### config.mk
export PLATFORM = sky130hd
export DESIGN_NAME = incremental_pid_controller
export DESIGN_NICKNAME = d
export VERILOG_FILES = /design/src/hdl/ipid_pkg.sv /design/src/hdl/incremental_pid_controller.sv
export SDC_FILE = /design/constraint.sdc
export NUM_CORES = 2
export LEC_CHECK = 0
export ABC_AREA = 1
export CAP_MARGIN = 0
export CELL_PAD_IN_SITES_DETAIL_PLACEMENT = 0
export CELL_PAD_IN_SITES_GLOBAL_PLACEMENT = 1
export CORE_UTILIZATION = 40
export CTS_CLUSTER_SIZE = 8
export DETAILED_ROUTE_END_ITERATION = 16
export DONT_BUFFER_PORTS = 1
export PLACE_DENSITY = 0.78
export SYNTH_ARGS = -nofsm -noshare
export SYNTH_HDL_FRONTEND = slang
export SYNTH_SLANG_ARGS = --single-unit
### constraint.sdc
create_clock -name clock -period 4.75 [get_ports clock]
set_input_delay 0.2375 -clock clock [delete_from_list [all_inputs] [get_ports clock]]
set_output_delay 0.2375 -clock clock [all_outputs]
set_load 0.01 [all_outputs]
### src/hdl/ipid_pkg.sv
// Shared types and constants of the incremental PID controller.
`default_nettype none

package ipid_pkg;

   // Width of a stored coefficient, signed, with the data fraction bits.
   localparam int COEF_W = 48;
   // Magnitude bits of a coefficient or a ratio; the largest value is all ones.
   localparam int COEF_MAG_W = COEF_W - 1;
   // Magnitude bits of one product term before the sum.
   localparam int TERM_MAG_W = 60;
   // Signed width of one product term.
   localparam int TERM_W = TERM_MAG_W + 1;
   // A full product at or above two to this power is treated as an overflow.
   localparam int WRAP_W = 64;
   // Width of the register index on the configuration port.
   localparam int CSR_INDEX_W = 3;

   // Configuration register indexes.
   typedef enum logic [CSR_INDEX_W-1:0] {
      CSR_SETPOINT      = 3'd0,
      CSR_GAIN          = 3'd1,
      CSR_SAMPLE_PERIOD = 3'd2,
      CSR_DERIV_TIME    = 3'd3,
      CSR_INTEGRAL_TIME = 3'd4
   } csr_index_type;

   // Controller sequencer states.
   typedef enum logic [3:0] {
      ST_IDLE,
      ST_DIV_RD,
      ST_DIV_RI,
      ST_MUL_Q0,
      ST_MUL_Q1,
      ST_MUL_Q2,
      ST_MUL_T0,
      ST_MUL_T1,
      ST_MUL_T2,
      ST_FINISH
   } ipid_state_type;

endpackage

`default_nettype wire

### src/hdl/incremental_pid_controller.sv
// Incremental PID controller top level with a bit-serial multiplier and divider.
`default_nettype none

// Velocity-form discrete PID controller in signed fixed point with FRAC_BITS
// fraction bits. Each measured sample gives one result: the accumulated drive
// after adding q0*e + q1*e[n-1] + q2*e[n-2], the error e = setpoint - measured,
// and a flag that is set when the error, a product term or the drive was
// clipped. All multiplies go through one shared shift-and-add multiplier
// that consumes one bit of a DATA_WIDTH-bit operand per cycle. An item runs
// through the three product phases and a final step, and the next item can
// be accepted once the sequencer is back in idle after loading its result
// into the output register, even while that result still waits to be taken.
// A write to the gain, sample period, derivative time or integral time
// recomputes the coefficients: two restoring divisions and three multiplies;
// csr_ready and req_stall hold the block off during that time. A setpoint
// write does not start a recompute.
module incremental_pid_controller
   import ipid_pkg::*;
#(
   parameter int DATA_WIDTH = 32,
   parameter int FRAC_BITS  = 16
) (
   input  wire logic                   clock,
   input  wire logic                   reset,
   // Measured sample input.
   input  wire logic                   req_valid,
   output logic                        req_stall,
   input  wire logic [DATA_WIDTH-1:0]  req_measured,
   // Result output.
   output logic                        rsp_valid,
   input  wire logic                   rsp_stall,
   output logic [DATA_WIDTH-1:0]       rsp_drive,
   output logic [DATA_WIDTH-1:0]       rsp_error_now,
   output logic                        rsp_saturated,
   // Configuration write port.
   input  wire logic                   csr_valid,
   output logic                        csr_ready,
   input  wire logic [CSR_INDEX_W-1:0] csr_index,
   input  wire logic [DATA_WIDTH-1:0]  csr_data
);

   // Derived widths.
   localparam int TW    = DATA_WIDTH - 1;
   localparam int AW    = COEF_W + 1;
   localparam int OP1_W = AW + 1;
   localparam int PW    = AW + DATA_WIDTH;
   localparam int DVW   = DATA_WIDTH - 1 + FRAC_BITS;
   localparam int SW    = ((DATA_WIDTH > TERM_W) ? DATA_WIDTH : TERM_W) + 2;
   localparam int CW    = $clog2(DVW + 2);

   localparam logic [CW-1:0]         MUL_LAST = CW'(DATA_WIDTH + 1);
   localparam logic [CW-1:0]         DIV_LAST = CW'(DVW + 1);
   localparam logic [DATA_WIDTH-1:0] ONE_DATA = DATA_WIDTH'(1) << FRAC_BITS;
   localparam logic [TW-1:0]         ONE_TIME = TW'(1) << FRAC_BITS;
   localparam logic [TW-1:0]         TIME_LSB = TW'(1);
   localparam logic [COEF_W-1:0]     ONE_COEF = COEF_W'(1) << FRAC_BITS;
   localparam logic [OP1_W-1:0]      ONE_OP   = OP1_W'(1) << FRAC_BITS;
   localparam logic [DATA_WIDTH-1:0] DATA_MAX = {1'b0, {(DATA_WIDTH-1){1'b1}}};
   localparam logic [DATA_WIDTH-1:0] DATA_MIN = {1'b1, {(DATA_WIDTH-1){1'b0}}};

   // Sequencer.
   ipid_state_type state_ff, state_in;
   logic [CW-1:0]  cnt_ff, cnt_in;
   logic           is_div, is_work, phase_load, phase_last;

   // Configuration registers and coefficients.
   logic [DATA_WIDTH-1:0] setpoint_ff, setpoint_in;
   logic [DATA_WIDTH-1:0] gain_ff, gain_in;
   logic [TW-1:0]         t0_ff, t0_in;
   logic [TW-1:0]         td_ff, td_in;
   logic [TW-1:0]         ti_ff, ti_in;
   logic [COEF_W-1:0]     q0_ff, q0_in, q1_ff, q1_in, q2_ff, q2_in;

   // Loop state.
   logic [DATA_WIDTH-1:0] drive_accum_ff, drive_accum_in;
   logic [DATA_WIDTH-1:0] err_prev1_ff, err_prev1_in;
   logic [DATA_WIDTH-1:0] err_prev2_ff, err_prev2_in;

   // Per-item working registers.
   logic [DATA_WIDTH-1:0] err_ff, err_in;
   logic [SW-1:0]         sum_ff, sum_in;
   logic                  clip_ff, clip_in;

   // Coefficient working registers.
   logic [COEF_MAG_W-1:0] rd_ff, rd_in, ri_ff, ri_in;
   logic [OP1_W-1:0]      op1_ff, op1_in;

   // Divider.
   logic [TW-1:0]         div_rem_ff, div_rem_in;
   logic [TW-1:0]         div_den_ff, div_den_in;
   logic [DVW-1:0]        div_nq_ff, div_nq_in;
   logic [DATA_WIDTH-1:0] div_trial, div_diff;
   logic                  div_ge;
   logic [COEF_MAG_W-1:0] ratio_val;

   // Multiplier.
   logic [AW-1:0]         mul_a_ff, mul_a_in;
   logic [PW-1:0]         mul_p_ff, mul_p_in;
   logic                  mul_neg_ff, mul_neg_in;
   logic [AW:0]           mul_sum;
   logic [PW-1:0]         mul_shifted;
   logic                  mul_big, coef_clip, term_clip;
   logic [COEF_MAG_W-1:0] coef_mag;
   logic [TERM_MAG_W-1:0] term_mag;
   logic [COEF_W-1:0]     coef_val;
   logic [SW-1:0]         sum_term;

   // Operand selection.
   logic [AW-1:0]         ld_a;
   logic [DATA_WIDTH-1:0] ld_ser;
   logic                  ld_neg;
   logic [DATA_WIDTH-1:0] gain_mag, err_mag, e1_mag, e2_mag;
   logic [COEF_W-1:0]     q0_abs, q1_abs, q2_abs;
   logic [OP1_W-1:0]      op1_abs;
   logic [AW-1:0]         op0;
   logic [TW-1:0]         t0_eff, ti_eff;

   // Error and drive saturation.
   logic [DATA_WIDTH:0]   err_diff;
   logic                  err_ovf;
   logic [DATA_WIDTH-1:0] err_sat;
   logic                  drive_ovf;
   logic [DATA_WIDTH-1:0] drive_sat;

   // Output register.
   logic                  rsp_valid_ff, rsp_valid_in;
   logic [DATA_WIDTH-1:0] rsp_drive_ff, rsp_drive_in;
   logic [DATA_WIDTH-1:0] rsp_error_ff, rsp_error_in;
   logic                  rsp_sat_ff, rsp_sat_in;

   // Handshakes.
   logic item_accept, csr_write, recompute, out_free;

   assign item_accept = req_valid && !req_stall;
   assign csr_write   = csr_valid && csr_ready;
   assign out_free    = !rsp_valid_ff || !rsp_stall;

   // Coefficient inputs that change the coefficients when written.
   always_comb begin
      unique case (csr_index)
         CSR_GAIN, CSR_SAMPLE_PERIOD, CSR_DERIV_TIME, CSR_INTEGRAL_TIME: recompute = csr_write;
         default: recompute = 1'b0;
      endcase
   end

   // Next state of the sequencer.
   always_comb begin
      state_in = state_ff;
      unique case (state_ff)
         ST_IDLE: begin
            if (recompute) begin
               state_in = ST_DIV_RD;
            end else if (item_accept) begin
               state_in = ST_MUL_T0;
            end
         end
         ST_DIV_RD: if (phase_last) state_in = ST_DIV_RI;
         ST_DIV_RI: if (phase_last) state_in = ST_MUL_Q0;
         ST_MUL_Q0: if (phase_last) state_in = ST_MUL_Q1;
         ST_MUL_Q1: if (phase_last) state_in = ST_MUL_Q2;
         ST_MUL_Q2: if (phase_last) state_in = ST_IDLE;
         ST_MUL_T0: if (phase_last) state_in = ST_MUL_T1;
         ST_MUL_T1: if (phase_last) state_in = ST_MUL_T2;
         ST_MUL_T2: if (phase_last) state_in = ST_FINISH;
         ST_FINISH: if (out_free) state_in = ST_IDLE;
         default:   state_in = ST_IDLE;
      endcase
   end

   // Sequencer outputs: handshake and phase flags.
   always_comb begin
      is_div  = (state_ff == ST_DIV_RD) || (state_ff == ST_DIV_RI);
      is_work = (state_ff != ST_IDLE) && (state_ff != ST_FINISH);
      phase_load = is_work && (cnt_ff == '0);
      phase_last = is_work && (cnt_ff == (is_div ? DIV_LAST : MUL_LAST));
      csr_ready  = (state_ff == ST_IDLE);
      req_stall  = (state_ff != ST_IDLE) || csr_valid;
   end

   // Operand magnitudes.
   assign gain_mag = gain_ff[DATA_WIDTH-1] ? -gain_ff : gain_ff;
   assign err_mag  = err_ff[DATA_WIDTH-1] ? -err_ff : err_ff;
   assign e1_mag   = err_prev1_ff[DATA_WIDTH-1] ? -err_prev1_ff : err_prev1_ff;
   assign e2_mag   = err_prev2_ff[DATA_WIDTH-1] ? -err_prev2_ff : err_prev2_ff;
   assign q0_abs   = q0_ff[COEF_W-1] ? -q0_ff : q0_ff;
   assign q1_abs   = q1_ff[COEF_W-1] ? -q1_ff : q1_ff;
   assign q2_abs   = q2_ff[COEF_W-1] ? -q2_ff : q2_ff;
   assign op1_abs  = op1_ff[OP1_W-1] ? -op1_ff : op1_ff;
   assign op0      = AW'(rd_ff) + AW'(ONE_COEF);
   assign t0_eff   = (t0_ff == '0) ? TIME_LSB : t0_ff;
   assign ti_eff   = (ti_ff == '0) ? TIME_LSB : ti_ff;

   // Multiplier operands for each phase.
   always_comb begin
      ld_a   = '0;
      ld_ser = '0;
      ld_neg = 1'b0;
      unique case (state_ff)
         ST_MUL_Q0: begin
            ld_a   = op0;
            ld_ser = gain_mag;
            ld_neg = gain_ff[DATA_WIDTH-1];
         end
         ST_MUL_Q1: begin
            ld_a   = op1_abs[AW-1:0];
            ld_ser = gain_mag;
            ld_neg = !(gain_ff[DATA_WIDTH-1] ^ op1_ff[OP1_W-1]);
         end
         ST_MUL_Q2: begin
            ld_a   = AW'(rd_ff);
            ld_ser = gain_mag;
            ld_neg = gain_ff[DATA_WIDTH-1];
         end
         ST_MUL_T0: begin
            ld_a   = AW'(q0_abs);
            ld_ser = err_mag;
            ld_neg = q0_ff[COEF_W-1] ^ err_ff[DATA_WIDTH-1];
         end
         ST_MUL_T1: begin
            ld_a   = AW'(q1_abs);
            ld_ser = e1_mag;
            ld_neg = q1_ff[COEF_W-1] ^ err_prev1_ff[DATA_WIDTH-1];
         end
         ST_MUL_T2: begin
            ld_a   = AW'(q2_abs);
            ld_ser = e2_mag;
            ld_neg = q2_ff[COEF_W-1] ^ err_prev2_ff[DATA_WIDTH-1];
         end
         default: ;
      endcase
   end

   // Shift-and-add step and product post-processing.
   assign mul_sum     = {1'b0, mul_p_ff[PW-1:DATA_WIDTH]} +
                        (mul_p_ff[0] ? {1'b0, mul_a_ff} : '0);
   assign mul_shifted = mul_p_ff >> FRAC_BITS;
   assign mul_big     = (mul_p_ff >> WRAP_W) != '0;
   assign coef_clip   = mul_big || ((mul_p_ff >> (FRAC_BITS + COEF_MAG_W)) != '0);
   assign term_clip   = mul_big || ((mul_p_ff >> (FRAC_BITS + TERM_MAG_W)) != '0);
   assign coef_mag    = coef_clip ? '1 : mul_shifted[COEF_MAG_W-1:0];
   assign term_mag    = term_clip ? '1 : mul_shifted[TERM_MAG_W-1:0];
   assign coef_val    = mul_neg_ff ? -{1'b0, coef_mag} : {1'b0, coef_mag};
   assign sum_term    = mul_neg_ff ? (sum_ff - SW'(term_mag)) : (sum_ff + SW'(term_mag));

   // Restoring divider step and ratio saturation.
   assign div_trial = {div_rem_ff, div_nq_ff[DVW-1]};
   assign div_ge    = div_trial >= {1'b0, div_den_ff};
   assign div_diff  = div_trial - {1'b0, div_den_ff};
   assign ratio_val = ((div_nq_ff >> COEF_MAG_W) != '0) ? '1 : COEF_MAG_W'(div_nq_ff);

   // Error of the incoming sample, clipped to the data range.
   assign err_diff = {setpoint_ff[DATA_WIDTH-1], setpoint_ff} -
                     {req_measured[DATA_WIDTH-1], req_measured};
   assign err_ovf  = err_diff[DATA_WIDTH] != err_diff[DATA_WIDTH-1];
   assign err_sat  = err_ovf ? (err_diff[DATA_WIDTH] ? DATA_MIN : DATA_MAX)
                             : err_diff[DATA_WIDTH-1:0];

   // New drive, clipped to the data range.
   assign drive_ovf = !((&sum_ff[SW-1:DATA_WIDTH-1]) || !(|sum_ff[SW-1:DATA_WIDTH-1]));
   assign drive_sat = drive_ovf ? (sum_ff[SW-1] ? DATA_MIN : DATA_MAX)
                                : sum_ff[DATA_WIDTH-1:0];

   // Next values of the datapath registers.
   always_comb begin
      cnt_in         = (is_work && !phase_last) ? cnt_ff + 1'b1 : '0;
      setpoint_in    = setpoint_ff;
      gain_in        = gain_ff;
      t0_in          = t0_ff;
      td_in          = td_ff;
      ti_in          = ti_ff;
      q0_in          = q0_ff;
      q1_in          = q1_ff;
      q2_in          = q2_ff;
      drive_accum_in = drive_accum_ff;
      err_prev1_in   = err_prev1_ff;
      err_prev2_in   = err_prev2_ff;
      err_in         = err_ff;
      sum_in         = sum_ff;
      clip_in        = clip_ff;
      rd_in          = rd_ff;
      ri_in          = ri_ff;
      op1_in         = op1_ff;
      div_rem_in     = div_rem_ff;
      div_den_in     = div_den_ff;
      div_nq_in      = div_nq_ff;
      mul_a_in       = mul_a_ff;
      mul_p_in       = mul_p_ff;
      mul_neg_in     = mul_neg_ff;
      rsp_valid_in   = rsp_valid_ff && rsp_stall;
      rsp_drive_in   = rsp_drive_ff;
      rsp_error_in   = rsp_error_ff;
      rsp_sat_in     = rsp_sat_ff;

      // Configuration writes.
      if (csr_write) begin
         unique case (csr_index)
            CSR_SETPOINT:      setpoint_in = csr_data;
            CSR_GAIN:          gain_in     = csr_data;
            CSR_SAMPLE_PERIOD: t0_in       = csr_data[TW-1:0];
            CSR_DERIV_TIME:    td_in       = csr_data[TW-1:0];
            CSR_INTEGRAL_TIME: ti_in       = csr_data[TW-1:0];
            default: ;
         endcase
      end

      // A new sample: latch its error and start the sum from the drive.
      if (item_accept) begin
         err_in  = err_sat;
         clip_in = err_ovf;
         sum_in  = {{(SW-DATA_WIDTH){drive_accum_ff[DATA_WIDTH-1]}}, drive_accum_ff};
      end

      // Divider phases.
      if (is_div) begin
         if (phase_load) begin
            div_rem_in = '0;
            if (state_ff == ST_DIV_RD) begin
               div_nq_in  = {td_ff, {FRAC_BITS{1'b0}}};
               div_den_in = t0_eff;
            end else begin
               div_nq_in  = {t0_eff, {FRAC_BITS{1'b0}}};
               div_den_in = ti_eff;
            end
         end else if (phase_last) begin
            if (state_ff == ST_DIV_RD) begin
               rd_in = ratio_val;
            end else begin
               ri_in = ratio_val;
            end
         end else begin
            div_rem_in = div_ge ? div_diff[TW-1:0] : div_trial[TW-1:0];
            div_nq_in  = {div_nq_ff[DVW-2:0], div_ge};
         end
      end

      // The q1 operand is formed once both ratios are known.
      if (state_ff == ST_MUL_Q0 && phase_load) begin
         op1_in = ONE_OP + (OP1_W'(rd_ff) << 1) - OP1_W'(ri_ff);
      end

      // Multiplier phases.
      if (is_work && !is_div) begin
         if (phase_load) begin
            mul_a_in   = ld_a;
            mul_p_in   = PW'(ld_ser);
            mul_neg_in = ld_neg;
         end else if (phase_last) begin
            unique case (state_ff)
               ST_MUL_Q0: q0_in = coef_val;
               ST_MUL_Q1: q1_in = coef_val;
               ST_MUL_Q2: q2_in = coef_val;
               default: begin
                  sum_in  = sum_term;
                  clip_in = clip_ff || term_clip;
               end
            endcase
         end else begin
            mul_p_in = {mul_sum, mul_p_ff[DATA_WIDTH-1:1]};
         end
      end

      // Result: update the loop state and load the output register.
      if (state_ff == ST_FINISH && out_free) begin
         drive_accum_in = drive_sat;
         err_prev2_in   = err_prev1_ff;
         err_prev1_in   = err_ff;
         rsp_valid_in   = 1'b1;
         rsp_drive_in   = drive_sat;
         rsp_error_in   = err_ff;
         rsp_sat_in     = clip_ff || drive_ovf;
      end
   end

   // Control state, configuration and loop state, cleared by reset.
   always_ff @(posedge clock) begin
      if (reset) begin
         state_ff       <= ST_IDLE;
         cnt_ff         <= '0;
         rsp_valid_ff   <= 1'b0;
         setpoint_ff    <= '0;
         gain_ff        <= ONE_DATA;
         t0_ff          <= ONE_TIME;
         td_ff          <= '0;
         ti_ff          <= ONE_TIME;
         q0_ff          <= ONE_COEF;
         q1_ff          <= '0;
         q2_ff          <= '0;
         drive_accum_ff <= '0;
         err_prev1_ff   <= '0;
         err_prev2_ff   <= '0;
      end else begin
         state_ff       <= state_in;
         cnt_ff         <= cnt_in;
         rsp_valid_ff   <= rsp_valid_in;
         setpoint_ff    <= setpoint_in;
         gain_ff        <= gain_in;
         t0_ff          <= t0_in;
         td_ff          <= td_in;
         ti_ff          <= ti_in;
         q0_ff          <= q0_in;
         q1_ff          <= q1_in;
         q2_ff          <= q2_in;
         drive_accum_ff <= drive_accum_in;
         err_prev1_ff   <= err_prev1_in;
         err_prev2_ff   <= err_prev2_in;
      end
   end

   // Working payload registers.
   always_ff @(posedge clock) begin
      err_ff       <= err_in;
      sum_ff       <= sum_in;
      clip_ff      <= clip_in;
      rd_ff        <= rd_in;
      ri_ff        <= ri_in;
      op1_ff       <= op1_in;
      div_rem_ff   <= div_rem_in;
      div_den_ff   <= div_den_in;
      div_nq_ff    <= div_nq_in;
      mul_a_ff     <= mul_a_in;
      mul_p_ff     <= mul_p_in;
      mul_neg_ff   <= mul_neg_in;
      rsp_drive_ff <= rsp_drive_in;
      rsp_error_ff <= rsp_error_in;
      rsp_sat_ff   <= rsp_sat_in;
   end

   // Output ports.
   assign rsp_valid     = rsp_valid_ff;
   assign rsp_drive     = rsp_drive_ff;
   assign rsp_error_now = rsp_error_ff;
   assign rsp_saturated = rsp_sat_ff;

   // A result appears only out of the final step of an item.
   assert property (@(posedge clock) disable iff (reset)
      $rose(rsp_valid_ff) |-> $past(state_ff) == ST_FINISH)
      else $error("result loaded outside the final step");

   // The phase counter never runs past the end of its phase.
   assert property (@(posedge clock) disable iff (reset)
      is_work |-> cnt_ff <= (is_div ? DIV_LAST : MUL_LAST))
      else $error("phase counter overrun");

   // A coefficient input write starts the recompute with the first division.
   assert property (@(posedge clock) disable iff (reset)
      recompute |=> state_ff == ST_DIV_RD)
      else $error("coefficient recompute did not start");

   // With the output register empty, the final step completes at once.
   assert property (@(posedge clock) disable iff (reset)
      (state_ff == ST_FINISH && !rsp_valid_ff) |=> (rsp_valid_ff && state_ff == ST_IDLE))
      else $error("result not delivered to an empty output register");

endmodule

`default_nettype wire
-- Word level (Yosys, flattened, before mapping)
Cells that the tools add are included.
- logic and storage cells: 194
- output and inout port bits: 68
- memories kept: 0
- bits in read-only memories: 0
- bits in latches: 0
- flip-flop bits (word level): 953
- bits in writable memories: 0
- reduce and logical (&&, ||, !) cells: 56
- equality and inequality tests: 27
- multipliers: 0
- bitwise logic cells: 7
- shift operators: 0
- muxes and demuxes: 55
- divide/modulo/power cells: 0
- $lt $le $gt $ge: 1
- $add $sub $neg: 18
- operators by type and width (cell ; number):
    63-bit two-way mux ; 6
    49-bit case mux with 6 select lines ; 1
    32-bit two-way mux ; 9
    81-bit nonzero test ; 3
    48-bit two-way mux ; 4
    47-bit two-way mux ; 4
    31-bit two-way mux ; 5
    48-bit negation ; 3
    32-bit negation ; 4
    32-bit case mux with 4 select lines ; 1
    49-bit two-way mux ; 2
    81-bit two-way mux ; 1
    63-bit by 60-bit adder with 63-bit output ; 1
    63-bit by 60-bit subtractor with 63-bit output ; 1
    31-bit logical NOT ; 2
    60-bit two-way mux ; 1
    49-bit by 49-bit adder with 50-bit output ; 1
    49-bit by 47-bit subtractor with 50-bit output ; 1
    17-bit by 48-bit adder with 49-bit output, first input constant ; 1
    49-bit negation ; 1
    47-bit by 17-bit adder with 48-bit output, second input constant ; 1
    47-bit negation with 48-bit output ; 1
    4-bit two-way mux ; 11
    4-bit case mux with 10 select lines ; 1
    other kinds (36) ; 98

-- Depth between registers and ports, before layout
- word-level depth: 9
- mapped depth: 33
- depth with buffers taken out: 31

-- Worst setup path before layout
OpenSTA, ideal clock, no wires.
- path type: register -> register
- start point: register mul_p_ff[68]
- end point: register sum_ff[47]
- buffers on the path: 2
- clock period less this slack: 4289 ps
- cell stages (with the launch flop): 29
- path slack: 461 ps
- arrival: 4176 ps
- cells stage by stage: edfxtp_1 -> nor2_1 -> nand3_1 -> nor2_4 -> nand2_2 -> buf_2 -> buf_1 -> nor2_1 -> ha_1 -> inv_1 -> nor2_1 -> nand4_1 -> nor2_1 -> nand3_1 -> nor2_2 -> nand2_1 -> o21ai_0 -> xor2_1 -> ha_1 -> a21oi_1 -> nor2_1 -> nor2_1 -> a21boi_0 -> o21ai_0 -> a21oi_1 -> o21ai_0 -> or2_2 -> nand3_1 -> nand2_1
- word-level cells in the longest chain between the ends: 9
- elaborated cells on any way between the ends: 10
- those cells by class: add/sub (2); mux (6); reduce/logical (2)
- RTL lines (item ; RTL line ; text):
    start: declaration ; incremental_pid_controller.sv:98 ; logic [PW-1:0] mul_p_ff, mul_p_in;
    start signal: assignment ; incremental_pid_controller.sv:421 ; mul_p_ff <= mul_p_in;
    81-bit nonzero test * ; incremental_pid_controller.sv:237 ; assign mul_big = (mul_p_ff >> WRAP_W) != '0;
    1-bit logical OR * ; incremental_pid_controller.sv:239 ; assign term_clip = mul_big || ((mul_p_ff >> (FRAC_BITS + TERM_MAG_W)) != '0);
    60-bit two-way mux * ; incremental_pid_controller.sv:241 ; assign term_mag = term_clip ? '1 : mul_shifted[TERM_MAG_W-1:0];
    63-bit by 60-bit adder with 63-bit output / 63-bit by 60-bit subtractor with 63-bit output (equally long branches) ; incremental_pid_controller.sv:243 ; assign sum_term = mul_neg_ff ? (sum_ff - SW'(term_mag)) : (sum_ff + SW'(term_mag));
    63-bit two-way mux * ; incremental_pid_controller.sv:243 ;
    63-bit two-way mux * ; incremental_pid_controller.sv:348 ; unique case (state_ff)
    63-bit two-way mux * ; incremental_pid_controller.sv:347 ; end else if (phase_last) begin
    63-bit two-way mux * ; incremental_pid_controller.sv:343 ; if (phase_load) begin
    63-bit two-way mux * ; incremental_pid_controller.sv:342 ; if (is_work && !is_div) begin
    net sum_in[47] ; incremental_pid_controller.sv:81 ; logic [SW-1:0] sum_ff, sum_in;
    end signal: assignment ; incremental_pid_controller.sv:412 ; sum_ff <= sum_in;
    end: declaration ; incremental_pid_controller.sv:81 ;
Mark *: on every way through the listed nets, which the timed path passes. The rest lies on a longest branch.
A chain may end at the register's enable or synchronous reset.

-- Final worst setup path
- start point: register mul_p_ff[64]
- end point: register sum_ff[35]
The elaborated chain is that of the path after synthesis.

==> metrics.md <==
| Metric | Value |
|---|---|
| Worst Path Buf+Inv | 3 |
| Headroom to the max-slew limit | 21.9% |
| Fin Setup TNS | 0 ns |
| CP delay by family, top | simple AND/OR/NAND/NOR gates |
| Hold Path Class | input pin to register |
| MaxCap Viol Count | 0 |
| Syn nets | 9564 |
| Core Rows | 146 |
| Synth async-reset ratio | 0% |
| Utilization after layout | 46.3% |
| Most used DFF post-synth | edfxtp_1 |
| Power per Cell Area | 556 nW/um^2 |
| Worst skew pair latency | 0.79 ns |
| Critical Path Source Type | register |
| DRT Wirelength | 245000 um |
| RSZ-0062 raised after global routing | true |
| Reg2reg path depth | 26 |
| Drt wl/cell | 21.2 um |
| Core area | 159000 sq um |
| Max FO, Critical Path | 6 |
| Met3 Usage GRT | 3.68% |
| Synth Cell Area | 64100 sq um |
| Largest net degree at the start of global routing | 127 |
| Crit Path Category | register to register |
| Vias post-DR | 63991 |
| Via-per-instance ratio | 5.52 |
| Least-Margin Pin Slew | 1.17 ns |
| Avg Cell Area, Syn | 6.96 sq um |
| Number of enable flip-flop cells after synthesis | 481 |
| Gpl congestion | 0.975 |
| VDD IR max | 0.397 mV |
| # setup viols final | 0 |
| Placement Setup Slack | -0.0971 ns |
| Final period utilization | 96.0% |
| Num CTS Buffers | 142 |
| Share of cells above drive strength 1 | 7.37% |
| Final net count | 9764 |
| Skew final | 0.0407 ns |
| CTS H-tree depth | 4 |
| Hold slack | 0.0380 ns |
| Port-buffer cells | 0 |
| Hold Crit Depth | 4 |
| CTS root buffer | clkbuf_16 |
| Initial drt markers | 5965 |
| Peak Freq | 0.219 GHz |
| Inst Count DP | 11272 |
| #FFs+latches synth | 953 |
| Endpoints failing hold | 0 |
| Slowest CP cell | edfxtp_1 |
| Vias in the first global route | 60392 |
| DP HPWL | 189000 um |
| GRT Max-Usage Layer | met2 |
| Fin worst setup slack | 0.188 ns |
| Reg clk slew, reported paths | 0.05 ns |
| Sequential fraction of the synthesis area | 37.3% |
| CTS tree | yes |
| Arr. time, crit path | 5.22 ns |
| Met1 Usage GRT | 39.4% |
| Total track usage | 29.5% |
| Netlist cell types | 61 |
| # IOs | 140 |
| Final standard cell area without fillers | 73600 sq um |
| Number of remaining DRC errors | 0 |
| Final min period | 4.56 ns |
| GRT overflow | 0 |
| Max Slew Vio Count | 0 |
| Syn Inst Count | 9205 |
| Synth warnings | 0 |
| Non-filler instance count after layout | 11587 |
| First-pass GRT wire length | 368000 um |
| Worst path max stage delay | 0.40 ns |
| WP data required | 5.41 ns |
| DIE AREA | 162000 sq um |
| Critical path depth | 26 |
| Clock sink count | 953 |
| DR pass1 iterations | 8 |
| Antenna Nets Post-Route | 0 |
| Critical Path Sink Type | register |
| Die W | 402 um |
| Die height | 402 um |
| Initial Utilization | 40.4% |
| Met2 global-route usage | 48.0% |
| DP Area | 68000 sq um |
| Initial antenna violation count | 10 |
| Clock Tree Buf Depth | 3 |
| Status | complete, no violations |
| Total Power | 40.9 mW |
| Area growth, synth to finish | 14.8% |
| P_leak | 32.3 nW |
## final cells by class
cell class | instances | area [sq um]
Antenna cell | 4 | 10.0
Clock buffer | 234 | 4010
Timing Repair Buffer | 377 | 3100
Inverter | 1226 | 4610
Tap cell | 2072 | 2590
Fill cell | 16097 | 85200
Multi-Input combinational cell | 6705 | 35000
Sequential cell | 953 | 23900
Clock inverter | 16 | 310
## routing by layer
layer  wire [um]  share of wire [%]  vias up
met1      106000                 43    29910
met4       10800                4.4        4
met5          23             0.0094        -
li1            -                  -    31364
met2      112000                 46     2269
met3       15900                6.5      444
## placed cells by master, fill, tap and decap left out, types with 33 or more instances in the layout
cell / n
a21o_1: 42
dlygate4sd3_1: 42
clkbuf_16: 143
nor4_1: 60
nand3_1: 561
dfxtp_1: 470
nand3b_1: 36
xnor2_1: 63
edfxtp_1: 481
o21ai_0: 1039
buf_4: 322
nor2_1: 1080
o211ai_1: 33
xor2_1: 155
clkbuf_1: 82
nand4_1: 138
ha_1: 273
inv_1: 1199
nand2_1: 1765
o21ai_1: 42
o21bai_1: 43
a31oi_1: 73
a21oi_1: 793
nor3_1: 160
## synthesized netlist by cell type, types with 63 or more instances
| master | n | area [sq um] |
|---|---|---|
| o21ai_0 | 1070 | 5360 |
| nor2_1 | 1121 | 4210 |
| a21oi_1 | 815 | 4080 |
| ha_1 | 282 | 3530 |
| nor3_1 | 165 | 826 |
| xnor2_1 | 63 | 552 |
| nand4_1 | 138 | 863 |
| nand3_1 | 569 | 2850 |
| nor4_1 | 65 | 407 |
| clkbuf_1 | 255 | 957 |
| dfxtp_1 | 472 | 9450 |
| inv_1 | 1213 | 4550 |
| edfxtp_1 | 481 | 14400 |
| nand2_1 | 1782 | 6690 |
| a31oi_1 | 80 | 500 |
| xor2_1 | 158 | 1380 |
## power by group
group | leakage (nW) | switching, mW | internal, mW
clock | 2.05 | 4.01 | 5.83
combinational | 21.9 | 12.7 | 5.76
sequential | 8.33 | 1.33 | 11.2
## worst paths after layout
check / from / end / slack, ns
max: mul_p_ff[64]$_SDFFCE_PP0P_ / sum_ff[35]$_DFF_P_ / 0.19
min reg2reg: ri_ff[0]$_DFFE_PP_ / op1_ff[0]$_DFFE_PP_ / 0.45
min: req_measured[31] / err_ff[31]$_DFFE_PP_ / 0.04
max reg2reg: mul_p_ff[64]$_SDFFCE_PP0P_ / sum_ff[35]$_DFF_P_ / 0.19
## cells by family after synthesis
family | Yosys count | share of synthesized area, %
AOI/OAI and AO/OA | 2245 | 18.8
xor gates and xnor gates | 221 | 3.02
adders and majority gates | 287 | 5.66
buffers and inverters | 1547 | 9.11
DFF | 953 | 37.3
muxes | 29 | 0.453
and+or+nand+nor | 3923 | 25.7
## sequential cells by signal, indices dropped and copies added (netlist names), 47 cells and up
register	cells
div_nq_ff	47
ri_ff	47
q2_ff	48
sum_ff	63
q0_ff	48
op1_ff	50
q1_ff	48
rd_ff	47
mul_a_ff	49
mul_p_ff	81
## timing repair
item                       CTS  global route
pin swaps                    0            43
setup buffers                0            18
hold endpoints to repair   222             0
hold buffers                43             0
gates resized for setup      4           183
setup endpoints to repair   17            44
## tightest hold or removal path, stage by stage
cell and delay (ns):
inv_1 0.05, ha_1 0.20, nand3_1 0.12, nand2_1 0.10
Power figures use the tool's default switching activity.
